<file path="src/hdl/mmad_pkg.sv">
package mmad_pkg;

   // ring geometry
   localparam int RING_POINTS = 1024;
   localparam int SLOT_W = $clog2(RING_POINTS);
   localparam int FILL_W = $clog2(RING_POINTS + 1);

   // field widths
   localparam int VALUE_W = 24;
   localparam int TICKS_W = 48;
   localparam int SUM_W = 40;
   localparam int COUNT_W = 16;
   localparam int NUM_W = 16;
   localparam int DEN_W = 32;
   localparam int TIME_W = 63;
   localparam int FRAC_W = 16;
   localparam int PROD_W = TICKS_W + NUM_W;
   localparam int DVD_W = PROD_W + FRAC_W;
   localparam int RSP_SLOT_W = 10;
   localparam int RSP_FILL_W = 11;

   // stream payloads
   localparam int REQ_W = 72;
   localparam int RSP_FIELDS_W = TIME_W + 3 * VALUE_W + RSP_SLOT_W + RSP_FILL_W;
   localparam int RSP_W = ((RSP_FIELDS_W + 7) / 8) * 8;

   // configuration port
   localparam int CSR_IDX_W = 2;
   localparam int CSR_DATA_W = 32;

   // divider step counts
   localparam int DIV_STEPS = DVD_W;
   localparam int AVG_STEPS = SUM_W;
   localparam int STEP_W = $clog2(DIV_STEPS);

   // point queue
   localparam int QUEUE_DEPTH = 2;
   localparam int QPTR_W = $clog2(QUEUE_DEPTH);
   localparam int QCNT_W = $clog2(QUEUE_DEPTH + 1);

   typedef enum logic [CSR_IDX_W-1:0] {
      CSR_BUCKET_SIZE = 2'd0,
      CSR_TICK_NUM    = 2'd1,
      CSR_TICK_DEN    = 2'd2,
      CSR_DOMAIN_ONLY = 2'd3
   } csr_index_type;

   typedef struct packed {
      logic [COUNT_W-1:0] bucket_size;
      logic [NUM_W-1:0]   tick_numerator;
      logic [DEN_W-1:0]   tick_denominator;
      logic               domain_only;
   } cfg_type;

   // one point (a closed bucket, or a single sample with domain_only set) handed from front to back
   typedef struct packed {
      logic [TICKS_W-1:0]        ticks;
      logic signed [SUM_W-1:0]   sum;
      logic [COUNT_W-1:0]        count;
      logic signed [VALUE_W-1:0] min_v;
      logic signed [VALUE_W-1:0] max_v;
      logic [SLOT_W-1:0]         slot;
      logic [FILL_W-1:0]         filled;
   } job_type;

   typedef enum logic [1:0] {
      BK_IDLE,
      BK_DIV,
      BK_DONE
   } back_state_type;

endpackage

</file>
<file path="src/hdl/mmad_queue.sv">
module mmad_queue (
   input  logic             clock,
   input  logic             reset,
   input  logic             push,
   input  mmad_pkg::job_type push_job,
   input  logic             pop,
   output mmad_pkg::job_type pop_job,
   output logic             full,
   output logic             empty
);
   import mmad_pkg::*;

   job_type           mem_ff [QUEUE_DEPTH];
   logic [QPTR_W-1:0] wr_ptr_ff, wr_ptr_in;
   logic [QPTR_W-1:0] rd_ptr_ff, rd_ptr_in;
   logic [QCNT_W-1:0] count_ff, count_in;

   assign full = (count_ff == QCNT_W'(QUEUE_DEPTH));
   assign empty = (count_ff == '0);
   assign pop_job = mem_ff[rd_ptr_ff];

   // pointer and fill bookkeeping
   always_comb begin
      wr_ptr_in = wr_ptr_ff;
      rd_ptr_in = rd_ptr_ff;
      count_in = count_ff;
      if (push) begin
         wr_ptr_in = (wr_ptr_ff == QPTR_W'(QUEUE_DEPTH - 1)) ? '0 : wr_ptr_ff + 1'b1;
      end
      if (pop) begin
         rd_ptr_in = (rd_ptr_ff == QPTR_W'(QUEUE_DEPTH - 1)) ? '0 : rd_ptr_ff + 1'b1;
      end
      if (push && !pop) begin
         count_in = count_ff + 1'b1;
      end else if (pop && !push) begin
         count_in = count_ff - 1'b1;
      end
   end

   always_ff @(posedge clock) begin
      if (reset) begin
         wr_ptr_ff <= '0;
         rd_ptr_ff <= '0;
         count_ff <= '0;
      end else begin
         wr_ptr_ff <= wr_ptr_in;
         rd_ptr_ff <= rd_ptr_in;
         count_ff <= count_in;
      end
   end

   // entry storage
   always_ff @(posedge clock) begin
      if (push) begin
         mem_ff[wr_ptr_ff] <= push_job;
      end
   end

endmodule

</file>
<file path="src/hdl/mmad_front.sv">
module mmad_front (
   input  logic                          clock,
   input  logic                          reset,
   input  mmad_pkg::cfg_type             cfg,
   input  logic                          req_tvalid,
   output logic                          req_tready,
   input  logic [mmad_pkg::VALUE_W-1:0]  req_value,
   input  logic [mmad_pkg::TICKS_W-1:0]  req_ticks,
   input  logic                          queue_full,
   output logic                          push,
   output mmad_pkg::job_type             push_job
);
   import mmad_pkg::*;

   logic signed [SUM_W-1:0]   sum_ff, sum_in;
   logic signed [VALUE_W-1:0] min_ff, min_in;
   logic signed [VALUE_W-1:0] max_ff, max_in;
   logic [COUNT_W-1:0]        count_ff, count_in;
   logic [TICKS_W-1:0]        first_ff, first_in;
   logic [SLOT_W-1:0]         slot_ff, slot_in;
   logic [FILL_W-1:0]         filled_ff, filled_in;

   logic                      accept;
   logic signed [VALUE_W-1:0] v;
   logic signed [SUM_W-1:0]   new_sum;
   logic signed [VALUE_W-1:0] new_min;
   logic signed [VALUE_W-1:0] new_max;
   logic [COUNT_W-1:0]        new_count;
   logic [COUNT_W-1:0]        size_eff;
   logic [TICKS_W-1:0]        new_first;
   logic                      close;
   logic [SLOT_W:0]           slot_inc;
   logic [FILL_W-1:0]         filled_next;

   assign req_tready = !queue_full;
   assign accept = req_tvalid && req_tready;
   assign v = $signed(req_value);

   // bucket merge of the incoming sample
   always_comb begin
      if (count_ff == '0) begin
         new_first = req_ticks;
         new_sum = SUM_W'(v);
         new_min = v;
         new_max = v;
      end else begin
         new_first = first_ff;
         new_sum = sum_ff + SUM_W'(v);
         new_min = (v < min_ff) ? v : min_ff;
         new_max = (v > max_ff) ? v : max_ff;
      end
      new_count = count_ff + 1'b1;
      size_eff = (cfg.bucket_size == '0) ? COUNT_W'(1) : cfg.bucket_size;
      close = (new_count >= size_eff);
   end

   // ring position of the next point
   always_comb begin
      slot_inc = {1'b0, slot_ff} + 1'b1;
      filled_next = (filled_ff == FILL_W'(RING_POINTS)) ? filled_ff : filled_ff + 1'b1;
   end

   // point hand-off and state update
   always_comb begin
      sum_in = sum_ff;
      min_in = min_ff;
      max_in = max_ff;
      count_in = count_ff;
      first_in = first_ff;
      slot_in = slot_ff;
      filled_in = filled_ff;
      push = 1'b0;
      push_job.slot = slot_ff;
      push_job.filled = filled_next;
      if (cfg.domain_only) begin
         push_job.ticks = req_ticks;
         push_job.sum = '0;
         push_job.count = COUNT_W'(1);
         push_job.min_v = '0;
         push_job.max_v = '0;
         push = accept;
      end else begin
         push_job.ticks = new_first;
         push_job.sum = new_sum;
         push_job.count = new_count;
         push_job.min_v = new_min;
         push_job.max_v = new_max;
         push = accept && close;
         if (accept) begin
            first_in = new_first;
            min_in = new_min;
            max_in = new_max;
            sum_in = close ? '0 : new_sum;
            count_in = close ? '0 : new_count;
         end
      end
      if (push) begin
         slot_in = (slot_inc == (SLOT_W + 1)'(RING_POINTS)) ? '0 : slot_inc[SLOT_W-1:0];
         filled_in = filled_next;
      end
   end

   always_ff @(posedge clock) begin
      if (reset) begin
         sum_ff <= '0;
         min_ff <= '0;
         max_ff <= '0;
         count_ff <= '0;
         first_ff <= '0;
         slot_ff <= '0;
         filled_ff <= '0;
      end else begin
         sum_ff <= sum_in;
         min_ff <= min_in;
         max_ff <= max_in;
         count_ff <= count_in;
         first_ff <= first_in;
         slot_ff <= slot_in;
         filled_ff <= filled_in;
      end
   end

endmodule

</file>
<file path="src/hdl/mmad_back.sv">
module mmad_back (
   input  logic                             clock,
   input  logic                             reset,
   input  mmad_pkg::cfg_type                cfg,
   input  logic                             queue_empty,
   input  mmad_pkg::job_type                pop_job,
   output logic                             pop,
   output logic                             rsp_tvalid,
   input  logic                             rsp_tready,
   output logic [mmad_pkg::TIME_W-1:0]      rsp_time,
   output logic [mmad_pkg::VALUE_W-1:0]     rsp_avg,
   output logic [mmad_pkg::VALUE_W-1:0]     rsp_min,
   output logic [mmad_pkg::VALUE_W-1:0]     rsp_max,
   output logic [mmad_pkg::RSP_SLOT_W-1:0]  rsp_slot,
   output logic [mmad_pkg::RSP_FILL_W-1:0]  rsp_filled
);
   import mmad_pkg::*;

   back_state_type state_ff, state_in;
   logic [STEP_W-1:0]  step_ff, step_in;

   // time divider: (ticks * num << 16) / den
   logic [DVD_W-1:0]   tdvd_ff, tdvd_in;
   logic [DEN_W-1:0]   trem_ff, trem_in;
   logic [TIME_W-1:0]  tquo_ff, tquo_in;
   logic               tovf_ff, tovf_in;
   logic [DEN_W-1:0]   den_ff, den_in;

   // average divider: |sum| / count
   logic [SUM_W-1:0]   advd_ff, advd_in;
   logic [COUNT_W-1:0] arem_ff, arem_in;
   logic [VALUE_W-1:0] aquo_ff, aquo_in;
   logic               aneg_ff, aneg_in;
   logic [COUNT_W-1:0] cnt_ff, cnt_in;

   // point fields carried along
   logic [VALUE_W-1:0] min_ff, min_in;
   logic [VALUE_W-1:0] max_ff, max_in;
   logic [SLOT_W-1:0]  slot_ff, slot_in;
   logic [FILL_W-1:0]  filled_ff, filled_in;

   // output register
   logic               rvalid_ff, rvalid_in;
   logic [TIME_W-1:0]  rtime_ff, rtime_in;
   logic [VALUE_W-1:0] ravg_ff, ravg_in;
   logic [VALUE_W-1:0] rmin_ff, rmin_in;
   logic [VALUE_W-1:0] rmax_ff, rmax_in;
   logic [RSP_SLOT_W-1:0] rslot_ff, rslot_in;
   logic [RSP_FILL_W-1:0] rfilled_ff, rfilled_in;

   logic [PROD_W-1:0]  prod;
   logic [DEN_W:0]     t_shift;
   logic               t_ge;
   logic [DEN_W:0]     t_diff;
   logic [COUNT_W:0]   a_shift;
   logic               a_ge;
   logic [COUNT_W:0]   a_diff;
   logic               load_out;

   assign prod = PROD_W'(pop_job.ticks) * PROD_W'(cfg.tick_numerator);

   // one restoring step of each divider
   always_comb begin
      t_shift = {trem_ff, tdvd_ff[DVD_W-1]};
      t_ge = (t_shift >= {1'b0, den_ff});
      t_diff = t_shift - {1'b0, den_ff};
      a_shift = {arem_ff, advd_ff[SUM_W-1]};
      a_ge = (a_shift >= {1'b0, cnt_ff});
      a_diff = a_shift - {1'b0, cnt_ff};
   end

   // sequencer
   always_comb begin
      state_in = state_ff;
      step_in = step_ff;
      tdvd_in = tdvd_ff;
      trem_in = trem_ff;
      tquo_in = tquo_ff;
      tovf_in = tovf_ff;
      den_in = den_ff;
      advd_in = advd_ff;
      arem_in = arem_ff;
      aquo_in = aquo_ff;
      aneg_in = aneg_ff;
      cnt_in = cnt_ff;
      min_in = min_ff;
      max_in = max_ff;
      slot_in = slot_ff;
      filled_in = filled_ff;
      pop = 1'b0;
      load_out = 1'b0;
      unique case (state_ff)
         BK_IDLE: begin
            if (!queue_empty) begin
               pop = 1'b1;
               tdvd_in = {prod, FRAC_W'(0)};
               trem_in = '0;
               tquo_in = '0;
               tovf_in = 1'b0;
               den_in = (cfg.tick_denominator == '0) ? DEN_W'(1) : cfg.tick_denominator;
               aneg_in = pop_job.sum[SUM_W-1];
               advd_in = pop_job.sum[SUM_W-1] ? (~pop_job.sum + 1'b1) : pop_job.sum;
               arem_in = '0;
               aquo_in = '0;
               cnt_in = pop_job.count;
               min_in = pop_job.min_v;
               max_in = pop_job.max_v;
               slot_in = pop_job.slot;
               filled_in = pop_job.filled;
               step_in = STEP_W'(DIV_STEPS - 1);
               state_in = BK_DIV;
            end
         end
         BK_DIV: begin
            tdvd_in = {tdvd_ff[DVD_W-2:0], 1'b0};
            trem_in = t_ge ? t_diff[DEN_W-1:0] : t_shift[DEN_W-1:0];
            tquo_in = {tquo_ff[TIME_W-2:0], t_ge};
            tovf_in = tovf_ff | tquo_ff[TIME_W-1];
            // the average runs over the last steps only
            if (step_ff < STEP_W'(AVG_STEPS)) begin
               advd_in = {advd_ff[SUM_W-2:0], 1'b0};
               arem_in = a_ge ? a_diff[COUNT_W-1:0] : a_shift[COUNT_W-1:0];
               aquo_in = {aquo_ff[VALUE_W-2:0], a_ge};
            end
            if (step_ff == '0) begin
               state_in = BK_DONE;
            end else begin
               step_in = step_ff - 1'b1;
            end
         end
         BK_DONE: begin
            if (!rvalid_ff || rsp_tready) begin
               load_out = 1'b1;
               state_in = BK_IDLE;
            end
         end
         default: begin
            state_in = BK_IDLE;
         end
      endcase
   end

   // output register loading
   always_comb begin
      rvalid_in = (rvalid_ff && !rsp_tready) || load_out;
      rtime_in = rtime_ff;
      ravg_in = ravg_ff;
      rmin_in = rmin_ff;
      rmax_in = rmax_ff;
      rslot_in = rslot_ff;
      rfilled_in = rfilled_ff;
      if (load_out) begin
         rtime_in = tovf_ff ? {TIME_W{1'b1}} : tquo_ff;
         ravg_in = aneg_ff ? (~aquo_ff + 1'b1) : aquo_ff;
         rmin_in = min_ff;
         rmax_in = max_ff;
         rslot_in = RSP_SLOT_W'(slot_ff);
         rfilled_in = RSP_FILL_W'(filled_ff);
      end
   end

   always_ff @(posedge clock) begin
      if (reset) begin
         state_ff <= BK_IDLE;
         rvalid_ff <= 1'b0;
      end else begin
         state_ff <= state_in;
         rvalid_ff <= rvalid_in;
      end
   end

   always_ff @(posedge clock) begin
      step_ff <= step_in;
      tdvd_ff <= tdvd_in;
      trem_ff <= trem_in;
      tquo_ff <= tquo_in;
      tovf_ff <= tovf_in;
      den_ff <= den_in;
      advd_ff <= advd_in;
      arem_ff <= arem_in;
      aquo_ff <= aquo_in;
      aneg_ff <= aneg_in;
      cnt_ff <= cnt_in;
      min_ff <= min_in;
      max_ff <= max_in;
      slot_ff <= slot_in;
      filled_ff <= filled_in;
      rtime_ff <= rtime_in;
      ravg_ff <= ravg_in;
      rmin_ff <= rmin_in;
      rmax_ff <= rmax_in;
      rslot_ff <= rslot_in;
      rfilled_ff <= rfilled_in;
   end

   assign rsp_tvalid = rvalid_ff;
   assign rsp_time = rtime_ff;
   assign rsp_avg = ravg_ff;
   assign rsp_min = rmin_ff;
   assign rsp_max = rmax_ff;
   assign rsp_slot = rslot_ff;
   assign rsp_filled = rfilled_ff;

endmodule

</file>
<file path="src/hdl/min_max_avg_decimator.sv">
// Min/max/average decimator. Timestamped signed 24-bit samples enter on the req
// stream and every run of bucket_size samples leaves as one display point on the
// rsp stream: the first timestamp times tick_numerator / tick_denominator in
// unsigned fixed point with 16 fraction bits (saturating at 2^63-1), the average
// truncated toward zero, the minimum, the maximum, the ring slot and the count of
// filled ring entries. With domain_only set every sample becomes a point with zero
// values and the open bucket is kept for later. The front merges each sample as
// it is taken, so samples that do not close a bucket are taken every cycle while
// the queue is not full; closed buckets wait in a two-entry point queue. The
// back works one point at a time through a bit-serial divider (a load step, 80
// divide steps and a hand-off into the output register). The front stalls the
// req stream only while the queue is full. Configuration is written through the
// csr port while the block is idle; the user must keep to this, as the block
// itself does not enforce it.
module min_max_avg_decimator (
   input  logic                               clock,
   input  logic                               reset,
   // configuration write port
   input  logic                               csr_wr_en,
   input  logic [mmad_pkg::CSR_IDX_W-1:0]     csr_index,
   input  logic [mmad_pkg::CSR_DATA_W-1:0]    csr_wr_data,
   // sample stream
   input  logic                               req_tvalid,
   output logic                               req_tready,
   // req_tdata: sample_value[23:0], sample_ticks[71:24]
   input  logic [mmad_pkg::REQ_W-1:0]         req_tdata,
   // point stream
   output logic                               rsp_tvalid,
   input  logic                               rsp_tready,
   // rsp_tdata: point_time[62:0], point_avg[86:63], point_min[110:87],
   // point_max[134:111], ring_slot[144:135], points_filled[155:145], zero[159:156]
   output logic [mmad_pkg::RSP_W-1:0]         rsp_tdata
);
   import mmad_pkg::*;

   cfg_type cfg_ff, cfg_in;

   logic    push;
   job_type push_job;
   logic    pop;
   job_type pop_job;
   logic    queue_full;
   logic    queue_empty;

   logic [TIME_W-1:0]     rsp_time;
   logic [VALUE_W-1:0]    rsp_avg;
   logic [VALUE_W-1:0]    rsp_min;
   logic [VALUE_W-1:0]    rsp_max;
   logic [RSP_SLOT_W-1:0] rsp_slot;
   logic [RSP_FILL_W-1:0] rsp_filled;

   // configuration registers
   always_comb begin
      cfg_in = cfg_ff;
      if (csr_wr_en) begin
         unique case (csr_index_type'(csr_index))
            CSR_BUCKET_SIZE: cfg_in.bucket_size = csr_wr_data[COUNT_W-1:0];
            CSR_TICK_NUM:    cfg_in.tick_numerator = csr_wr_data[NUM_W-1:0];
            CSR_TICK_DEN:    cfg_in.tick_denominator = csr_wr_data[DEN_W-1:0];
            CSR_DOMAIN_ONLY: cfg_in.domain_only = csr_wr_data[0];
            default: begin
               cfg_in = cfg_ff;
            end
         endcase
      end
   end

   always_ff @(posedge clock) begin
      if (reset) begin
         cfg_ff.bucket_size <= COUNT_W'(1);
         cfg_ff.tick_numerator <= NUM_W'(1);
         cfg_ff.tick_denominator <= DEN_W'(1);
         cfg_ff.domain_only <= 1'b0;
      end else begin
         cfg_ff <= cfg_in;
      end
   end

   mmad_front u_front (
      .clock      (clock),
      .reset      (reset),
      .cfg        (cfg_ff),
      .req_tvalid (req_tvalid),
      .req_tready (req_tready),
      .req_value  (req_tdata[VALUE_W-1:0]),
      .req_ticks  (req_tdata[VALUE_W +: TICKS_W]),
      .queue_full (queue_full),
      .push       (push),
      .push_job   (push_job)
   );

   mmad_queue u_queue (
      .clock    (clock),
      .reset    (reset),
      .push     (push),
      .push_job (push_job),
      .pop      (pop),
      .pop_job  (pop_job),
      .full     (queue_full),
      .empty    (queue_empty)
   );

   mmad_back u_back (
      .clock       (clock),
      .reset       (reset),
      .cfg         (cfg_ff),
      .queue_empty (queue_empty),
      .pop_job     (pop_job),
      .pop         (pop),
      .rsp_tvalid  (rsp_tvalid),
      .rsp_tready  (rsp_tready),
      .rsp_time    (rsp_time),
      .rsp_avg     (rsp_avg),
      .rsp_min     (rsp_min),
      .rsp_max     (rsp_max),
      .rsp_slot    (rsp_slot),
      .rsp_filled  (rsp_filled)
   );

   // point packing, first field lowest
   assign rsp_tdata = {(RSP_W - RSP_FIELDS_W)'(0), rsp_filled, rsp_slot,
                       rsp_max, rsp_min, rsp_avg, rsp_time};

endmodule
</file>
<file path="config.mk">
export PLATFORM = sky130hd
export DESIGN_NAME = min_max_avg_decimator
export DESIGN_NICKNAME = d
export VERILOG_FILES = /design/src/hdl/mmad_pkg.sv /design/src/hdl/mmad_queue.sv /design/src/hdl/mmad_front.sv /design/src/hdl/mmad_back.sv /design/src/hdl/min_max_avg_decimator.sv
export SDC_FILE = /design/constraint.sdc
export NUM_CORES = 2
export LEC_CHECK = 0
export ABC_AREA = 1
export BUFFER_PORTS_ARGS = -buffer_cell sky130_fd_sc_hd__buf_4
export CORE_MARGIN = 1.5
export CORE_UTILIZATION = 44
export CTS_CLUSTER_SIZE = 25
export DETAILED_ROUTE_END_ITERATION = 12
export SLEW_MARGIN = 20
export SYNTH_ARGS = -nofsm -noshare
export SYNTH_HDL_FRONTEND = slang
export SYNTH_HIERARCHICAL = 1
export SYNTH_SLANG_ARGS = --single-unit
</file>
<file path="constraint.sdc">
create_clock -name clock -period 16.65 [get_ports clock]
set_clock_uncertainty 0.1 [all_clocks]
set_input_delay 4.995 -clock clock [delete_from_list [all_inputs] [get_ports clock]]
set_output_delay 4.995 -clock clock [all_outputs]
set_load 0.005 [all_outputs]
</file>
==> run metrics <==
Netlist Area Pre-Place=0.0804 mm2; commonest non-fill, non-tap cells in the layout=2,681 x nand2_1, 1,995 x inv_1, 867 x edfxtp_1; run status=finished, final reports clean; Yosys Warn Count=6; RSZ-0062 raised after global routing=false; Routed WL=approximately 220,000 um; number of global-route vias before repair=between 60,000 and 70,000; Max rail drop VDD=0.140 mV; slowest stage cell, crit path=buf_4; hold depth=0; antenna violations before repair=2; crit path DAT=approximately 8600 ps; class of the worst hold path=flip-flop to flip-flop; CP top delay family=adder cells; worst-path cell chain=buf_4 > mux2_2 > nand2_1 > fa_1 > inv_1 > fa_1 > inv_1 > fa_1 > inv_1 > fa_1 > fa_1 > inv_1 > fa_1 > inv_1 > ha_1 > nand2_1 > nor2_1 > nand2_1 > o21ai_0 > nand2_1 > nand3_1 > nand2_1 > nand3_1 > nand2_1; largest net degree at the start of global routing=~140; Routed Antenna Nets=0; Yosys reg bits=1,113; period utilization=0.493; ys flop type=edfxtp_1; WP data required=approximately 17,000 ps; post-layout util=0.487; drt wl/cell=roughly 18 um; H-tree depth=4; Chip Width=~430 um; Peak Freq=roughly 0.12 GHz; cells after synthesis=between 9,000 and 10,000; global route total overflow=0; FFs w/ async S/R, synth=0; post-cts resize count=0; max-cap viol count=0; Post-CTS Setup Bufs=0; CP bufs+invs=6; Crit Path Category=flip-flop to flip-flop; via count=60,610; Worst path depth=24; first-pass GRT wire length=around 340,000 um; Core Area=approximately 0.18 mm2; boundary pin count=roughly 270; number of flops mapped to enable cells by yosys=~870; Post-Place Cell Area=between 0.08 and 0.09 mm2; clk root buf=clkbuf_16; min cycle time layout=between 8000 and 9000 ps; clk sinks=around 1,100; peak per-stage delay on the critical path=between 700 and 800 ps; synthesized area per cell=roughly 8.4 um2; vias per inst=5.04; Distinct cells, synth=54; Critical Path End Type=flip-flop; Worst-path clk slew=80 ps; Syn-to-layout area delta=9.83%; non-filler cells, final=12,037; row cnt=approximately 160; drt drc=0; die area=between 0.15 and 0.2 mm2; Leak=42.5 nW; count of final setup violators=0; First-pass DRT Iterations=5; final-layout worst hold slack=318 ps; RePlAce Congestion=between 0.9 and 1; Worst Tran Pin Value=about 1100 ps; # hold bufs at CTS=0; CP startpoint kind=flip-flop; CTS buffer count=130; PortBufs=268; register area share after synthesis=0.385; post-route cell area=slightly below 0.09 mm2; detailed placement HPWL=about 150,000 um; worst reg2reg path depth=24; commonest non-fill, non-tap cell in the layout=nand2_1; Die Y=430 um; overall routing resource usage=0.233; Slew Viols, Final=0; Clk Latency, worst-skew pair=~800 ps; TritonCTS clock tree=built; CP Max Fanout=59; Final Hold Fails=0; Final TNS setup=0 ps; clk buf depth=3; pwr/cell area=slightly below 200 mW/mm2; Cells after DPL=around 12,000; fin nets=between 10,000 and 15,000; 1st-iter DRT viols=4,096; layout cells sized above 1=0.0827; Initial Util=0.444; max_slew headroom=0.247
power by group:
part	total, mW	switching, mW	leakage (nW)	internal [mW]
clock	2.86	1.25	2.10	1.61
combinational	9.87	6.76	30.3	3.11
sequential	4.44	0.263	10.2	4.18
total	17.2	8.27	42.5	8.90
state kept, by name, indices dropped and copies added (netlist names), 40 cells and up, named ones only:
name and count:
u_queue/mem_ff 346, u_back/tquo_ff 63, u_front/first_ff 48, u_front/sum_ff 40, u_back/rsp_time 63, cfg_ff 65, u_back/tdvd_ff 64, u_back/advd_ff 40
worst paths after layout:
kind	start	to	slack [ps]
min	u_back/slot_ff[0]	u_back/rsp_slot[0]	320
min reg2reg	u_back/slot_ff[0]	u_back/rsp_slot[0]	320
max	flip-flop	u_back/tdvd_ff[65]	8440
max reg2reg	flip-flop	u_back/tdvd_ff[65]	8440
final cells by class:
class / instances / area (um2)
fillers: 17401 / 92800
repair buffers: 311 / 2350
diodes: 2 / 5.00
flip-flops and latches: 1113 / 31000
clock buffers: 158 / 3410
clock inverters: 82 / 980
multi-input cells: 5994 / 40000
inverters: 2007 / 7550
well taps: 2370 / 2970
worst register-to-register path, stage by stage, from the launching register on:
cell and delay [ps]:
dfxtp_4 710, buf_4 780, mux2_2 830, nand2_1 200
fa_1 580, inv_1 50, fa_1 490, inv_1 50
fa_1 490, inv_1 60, fa_1 500, fa_1 550
inv_1 70, fa_1 540, inv_1 40, ha_1 380
nand2_1 120, nor2_1 240, nand2_1 110, o21ai_0 530
nand2_1 150, nand3_1 130, nand2_1 50, nand3_1 130
nand2_1 60
Yosys cell counts (all sizes together), types with 173 or more instances:
cell type,instances,share of area
nand2,2707,0.13
inv,2006,0.094
edfxtp,867,0.32
nor2,724,0.034
fa,645,0.16
a21oi,389,0.024
clkbuf,328,0.017
nand3,327,0.021
ha,296,0.046
o21ai,290,0.018
dfxtp,246,0.061
mux2,173,0.024
logic make-up after synthesis:
kind of cell | after synthesis | share of synthesized area
AOI/OAI and AO/OA | 780 | 0.0521
xor gates and xnor gates | 128 | 0.0140
adders and majority gates | 941 | 0.207
buffers and inverters | 2433 | 0.118
DFF | 1113 | 0.385
muxes | 173 | 0.0242
other | 1 | 0.0000466
and+or+nand+nor | 3968 | 0.200
routing by layer:
| layer | vias to the layer above | routed length, um | part of all wire | GRT usage |
|---|---|---|---|---|
| li1 | 29255 | - | - | - |
| met2 | 1618 | 109000 | 0.50 | 0.416 |
| met4 | 0 | 7100 | 0.033 | 0.0823 |
| met3 | 331 | 10500 | 0.049 | 0.0297 |
| met5 | - | 0 | 0 | 0 |
| met1 | 29406 | 89400 | 0.41 | 0.289 |
through the flow:
stage	setup WS (ps)	total power [mW]
final	8440	17.2
after detailed placement	7590	14.3
after global routing	7970	18.7
after CTS	8430	17.3
after floorplan	3050	11.5
after global placement	7680	14.2
Note: power is estimated with default switching activity, not from simulation.
